`src/rtl/core/iwi_pkg.sv`:
```
// Package for the IMU window interpolator: constants, types, sequencer states.
// No dependencies.
package iwi_pkg;
  localparam int RING_DEPTH = 32;
  localparam int IDX_W = $clog2(RING_DEPTH);
  localparam int CNT_W = $clog2(RING_DEPTH + 1);
  localparam int INNER_CAP = 30;
  localparam logic MODE_PUSH = 1'b0;
  localparam logic MODE_QUERY = 1'b1;
  localparam logic [47:0] T48_MAX = 48'hFFFF_FFFF_FFFF;

  typedef struct packed {
    logic        mode;
    logic [47:0] t0;
    logic [47:0] t1;
    logic [47:0] accel;
    logic [47:0] rate;
  } iwi_cmd_t;

  typedef enum logic [3:0] {
    ST_IDLE, ST_SCAN, ST_SCAN_WAIT, ST_CHECK, ST_RD_P, ST_RD_Q, ST_DIV, ST_MUL, ST_EMIT,
    ST_INNER_RD, ST_INNER_EMIT, ST_BAD
  } iwi_state_t;

  function automatic logic [47:0] clamp_time(input logic [47:0] cam, input logic [31:0] off);
    logic signed [49:0] s;
    s = $signed({2'b00, cam}) + 50'($signed(off));
    if (s < 0) return '0;
    if (s > $signed({2'b00, T48_MAX})) return T48_MAX;
    return s[47:0];
  endfunction
endpackage

```
`src/rtl/core/iwi_front.sv`:
```
// Front end: takes input beats, clamps query times, queues commands (2 deep).
// Depends on iwi_pkg.
module iwi_front import iwi_pkg::*; (
  input  logic        clk,
  input  logic        rst_n,
  input  logic        in_valid,
  output logic        in_ready,
  input  logic        in_mode,
  input  logic [47:0] in_sample_time,
  input  logic [47:0] in_accel,
  input  logic [47:0] in_rate,
  input  logic [47:0] in_window_start,
  input  logic [47:0] in_window_end,
  input  logic [31:0] cfg_offset,
  output logic        cmd_valid,
  input  logic        cmd_ready,
  output iwi_cmd_t    cmd
);
  iwi_cmd_t q_r [2];
  logic     rd_r, wr_r;
  logic [1:0] cnt_r;
  iwi_cmd_t c;
  logic push, pop;

  always_comb begin
    c.mode = in_mode;
    c.accel = in_accel;
    c.rate = in_rate;
    if (in_mode == MODE_QUERY) begin
      c.t0 = clamp_time(in_window_start, cfg_offset);
      c.t1 = clamp_time(in_window_end, cfg_offset);
    end else begin
      c.t0 = in_sample_time;
      c.t1 = '0;
    end
  end

  assign in_ready = cnt_r != 2'd2;
  assign cmd_valid = cnt_r != 2'd0;
  assign cmd = q_r[rd_r];
  assign push = in_valid && in_ready;
  assign pop = cmd_valid && cmd_ready;

  always_ff @(posedge clk) begin
    if (push) q_r[wr_r] <= c;
    if (!rst_n) begin
      rd_r <= 1'b0;
      wr_r <= 1'b0;
      cnt_r <= '0;
    end else begin
      if (push) wr_r <= !wr_r;
      if (pop) rd_r <= !rd_r;
      cnt_r <= cnt_r + {1'b0, push} - {1'b0, pop};
    end
  end
endmodule

```
`config.mk`:
```
export PLATFORM = sky130hd
export DESIGN_NAME = iwi_front
export DESIGN_NICKNAME = d
export VERILOG_FILES = /design/src/rtl/core/iwi_pkg.sv /design/src/rtl/core/iwi_front.sv
export SDC_FILE = /design/constraint.sdc
export NUM_CORES = 1
export LEC_CHECK = 0
export ABC_AREA = 1
export BUFFER_PORTS_ARGS = -buffer_cell sky130_fd_sc_hd__buf_2
export CAP_MARGIN = 10
export CORE_MARGIN = 10
export CORE_UTILIZATION = 25
export DETAILED_ROUTE_END_ITERATION = 10
export GPL_TIMING_DRIVEN = 0
export SLEW_MARGIN = 20
export SYNTH_ARGS = -nofsm -noshare
export SYNTH_HDL_FRONTEND = slang
export SYNTH_SLANG_ARGS = --single-unit
```
`constraint.sdc`:
```
create_clock -name clk -period 30.6 [get_ports clk]
set_input_delay 7.65 -clock clk [delete_from_list [all_inputs] [get_ports clk]]
set_output_delay 7.65 -clock clk [all_outputs]
set_load 0.05 [all_outputs]
```
==> Word-level counts from Yosys, hierarchy flattened <==
Memories as Yosys holds them, arrays and structs flattened. A register that Yosys moved wholly into a read port is not among the register bits.
Index checks and enable logic that the tools add are counted.
{ "op_classes": {"mux": 23, "reduce_logical": 5, "bitwise_logic": 0, "shifts": 0, "n_lt_le_gt_ge": 4, "addsub": 4, "mul": 0, "eq_ne": 1, "div_mod_pow": 0} }
{ "ops": {"columns": ["op", "count"], "rows": [
  ["2-to-1 mux 48 bit", 8],
  ["adder 49 x 32 -> 50 bit", 2],
  ["greater-than comparator 50 x 49 -> 1 bit (second input constant)", 2],
  ["less-than comparator 50 x 1 -> 1 bit (second input constant)", 2],
  ["2-to-1 mux 96 bit", 1],
  ["2-to-1 mux 1 bit", 14],
  ["adder 2 x 1 -> 2 bit", 1],
  ["logical AND 1 bit", 2],
  ["zero test 1 bit", 2],
  ["inequality test 2 bit (second input constant)", 1],
  ["nonzero test 2 bit", 1],
  ["subtractor 2 x 1 -> 2 bit", 1]
]} }
{ "totals": {"reg_bits": 4, "latch_bits": 0, "output_inout_bits": 195, "memories": 1, "ramBits": 386, "romBits": 0, "inputBits": 277, "word_cells": 41} }
{ "mem_list": {"columns": ["memory", "depth", "width", "rd", "rd_ports_with_merged_regs", "write_ports", "line", "text"], "rows": [
  ["q_r", 2, 193, 1, 1, 1, "iwi_front.sv:19", "iwi_cmd_t q_r [2];"]
]} }

==> Longest topological paths before layout <==
{ "logic_depth": {"ltp_word": 9, "depth_mapped": 19, "depth_no_buf": 17} }

==> Worst setup path after synthesis <==
No wires, ideal clock.
{ "synth_path": {"kind": "in2reg", "from": "in in_valid", "to": "mem q_r[0][0] (netlist bit) (enable)", "setup_ns": 0.750, "t_required_ns": 29.850, "path_slack_ns": 14.052, "path_stages": 2, "t_arrival_ns": 15.797, "path_buffers": 0, "cell_sequence": "nand2_1 > nor2_1"} }
{ "synth_between": {"elab_chain_len": 3} }
{ "synth_rtl": {"columns": ["element", "line", "text"], "rows": [
  ["from (decl)", "iwi_front.sv:6", "input logic in_valid,"],
  ["logical AND 1 bit", "iwi_front.sv:41", "assign push = in_valid && in_ready;"],
  ["2-to-1 mux 1 bit", "iwi_front.sv:45", "if (push) q_r[wr_r] <= c;"],
  ["2-to-1 mux 1 bit (not written as such)", "iwi_front.sv:45", null],
  ["to (decl)", "iwi_front.sv:19", null]
]} }
No other way between the ends.

==> results.sh <==
export IMPL_grt_pass1_wl_um=124000
export IMPL_clk_pin_slew_worst_paths_ns=0.07
export IMPL_holdPathStages=1
export IMPL_initial_utilization_pct=25.2
export IMPL_drive_above_1_share_pct=26.7
export IMPL_grtUsageTotal_pct=15.7
export IMPL_cp_slowest_cell="clkbuf_1"
export IMPL_slew_headroom_pct=26.3
export IMPL_cts_setup_buffers=0
export IMPL_finalPower_mw=2.09
export IMPL_die_h_um=325
export IMPL_io_buffers=471
export IMPL_post_route_util_pct=31.5
export IMPL_clk_latency_ns=0.57
export IMPL_avgSynthCellArea_um2=9.22
export IMPL_synth_seq_cells=391
export IMPL_ys_warnings_count=0
export IMPL_rows=111
export IMPL_final_hold_viol_count=0
export IMPL_synth_most_common_cell="nand2_1"
export IMPL_num_nets_final=3427
export IMPL_hpwl_um=73900
export IMPL_vias=19100
export IMPL_reg2reg_to="q_r[0][174]"
export IMPL_yosysSeqAreaShare_pct=50.4
export IMPL_grt_max_degree=41
export IMPL_peakVddDrop_v=0.0000373
export IMPL_worst_pin_slew_ns=1.11
export IMPL_place_inst=4248
export IMPL_status="complete, no violations"
export IMPL_finalSetupTns_ns=0
export IMPL_path_class="register to output pin"
export IMPL_synth_top_area_share_pct=49.9
export IMPL_reg2reg_slack_ns=27.45
export IMPL_cp_start_kind="register"
export IMPL_synth_edf_count=386
export IMPL_regToRegStartpoint="cnt_r[0]"
export IMPL_place_gp_congestion=0.906
export IMPL_power_leakage_nw=12.9
export IMPL_rsz0062_at_grt="no"
export IMPL_cp_required_ns=22.95
export IMPL_crit_family="buffers and inverters"
export IMPL_reg2reg_depth=11
export IMPL_drv_slew=0
export IMPL_first_global_vias=18700
export IMPL_dr_pass1_iters=8
export IMPL_cts_max_level=2
export IMPL_crit_arrival_ns=2.96
export IMPL_crit_path_end_kind="output pin"
export IMPL_clockRootBuffer="clkbuf_16"
export IMPL_core_um2=91900
export IMPL_hold_buffers=0
export IMPL_antenna_found_initial=51
export IMPL_synth_fp_nets=2896
export IMPL_numCtsBuffers=41
export IMPL_crit_buf_inv=3
export IMPL_vias_per_cell=4.39
export IMPL_synth_cell_type_count=47
export IMPL_drc=0
export IMPL_clock_sinks=391
export IMPL_grt_overflow_total=0
export IMPL_synth_area_um2=23200
export IMPL_synthCells=2517
export IMPL_fin_cells=4336
export IMPL_dieArea_um2=105000
export IMPL_drtIter0Drc=1190
export IMPL_cts_resized=0
export IMPL_path_max_fanout=10
export IMPL_clock_skew_ns=0.0333
export IMPL_power_density_nw_per_um2=72.0
export IMPL_period_share_pct=34.7
export IMPL_fillCellCount=9788
export IMPL_io_pins=472
export IMPL_synthTopCellsByCount="nand2_1 (773), edfxtp_1 (386), inv_1 (312), nor2_1 (198), mux2_2 (193)"
export IMPL_min_delay_path_class="register to register"
export IMPL_die_w_um=325
export IMPL_async_flop_share_pct=0
export IMPL_finalWirelength_um=86600
export IMPL_synth_ff_type="edfxtp_1"
export IMPL_cpPeakStageDelay_ns=0.87
export IMPL_maxCapViolCount=0
export IMPL_cts_tree="built"
export IMPL_setup_viol=0
export IMPL_max_freq_ghz=0.0942
export IMPL_wl_per_cell_um=20.0
export IMPL_synth_top_cell_by_area="edfxtp_1"
export IMPL_area_growth_pct=24.9
export IMPL_period_minus_slack_ns=10.61
export IMPL_cts_path_max_buffers=3
export IMPL_path_cells="clkbuf_2 > clkbuf_1 > mux2_2 > buf_2"
export IMPL_ant_nets=0
export IMPL_hold_start="rd_r"
export IMPL_netlist_top_cells_area="edfxtp_1 (50%), nand2_1 (13%), mux2_2 (9.4%)"
==> cell type report <==
type / count / area (um2) / area share, %
sequential: 391 / 11700 / 40.3
multi-input combinational: 1755 / 10000 / 34.6
timing repair buffer: 488 / 2740 / 9.43
tap: 1243 / 1560 / 5.36
inverter: 320 / 1200 / 4.14
clock buffer: 49 / 1140 / 3.93
clock inverter: 27 / 313 / 1.08
buffer: 51 / 287 / 0.988
antenna: 12 / 30.0 / 0.104
==> power breakdown <==
part           switching, mW  internal [mW]  total (mW)  leakage [nW]
sequential            0.0162          0.691       0.707          3.69
clock                  0.208          0.318       0.526         0.713
combinational          0.615          0.240       0.855          8.50
total                  0.839           1.25        2.09          12.9
==> flip-flops by register name, summed over array words and instances, names as in the netlist, named ones only <==
signal  flops
cnt_r       2
q_r       386
rd_r        1
wr_r        1
==> worst max-delay path by stage <==
stage | start | end | slack [ns] | cells past startpoint
after CTS | register | cmd[30] | 19.73 | 4
after global placement | in_valid | q_r[0][174] | 8.58 | 3
after floorplan | in_valid | q_r[0][0] | 14.05 | 2
after global routing | register | cmd[30] | 19.75 | 4
after detailed placement | cfg_offset[31] | q_r[0][101] | 19.46 | 14
final | register | cmd[144] | 19.99 | 4
==> routing by layer <==
layer,vias to the layer above,GRT usage [%],routed length [um]
li1,9495,-,-
met1,8844,20.5,38300
met2,553,25.6,39800
met3,114,3.93,6500
met4,46,3.98,1770
met5,-,0,260
==> stage by stage <==
stage          hold WS, ns  worst slack (ns)  instance area, um2
6_report             0.442             19.99               29000
2_1_floorplan        0.425             14.05               23200
3_3_place_gp         0.432              8.58               27100
3_5_place_dp         0.439             19.46               27500
4_1_cts              0.441             19.73               29000
5_1_grt              0.485             19.75               29000
==> logic make-up after synthesis <==
group | count (synthesis) | share of synthesized area [%]
flops | 391 | 50.4
fa+ha+maj | 102 | 5.56
compound gates | 255 | 5.92
mux | 193 | 9.37
simple gates | 1145 | 20.1
xor+xnor | 60 | 2.26
buf+inv | 371 | 6.40
==> worst register-to-register path, delay by kind of cell (launching register included) <==
family                 cells  cell delay, ns
and+or+nand+nor            3            0.86
DFF                        1            0.34
buffers and inverters      8            1.59
==> cells in the final DEF, fill, tap and decap left out, types with 43 or more instances in the layout <==
cell | Yosys | routed
a21oi_1 | 128 | 128
buf_2 | 5 | 476
clkbuf_16 | 0 | 43
edfxtp_1 | 386 | 386
ha_1 | 100 | 100
inv_1 | 312 | 312
mux2_2 | 193 | 193
nand2_1 | 773 | 773
nand3_1 | 79 | 79
nor2_1 | 198 | 196
o21ai_0 | 89 | 89
(Power assumes the default switching activity.)
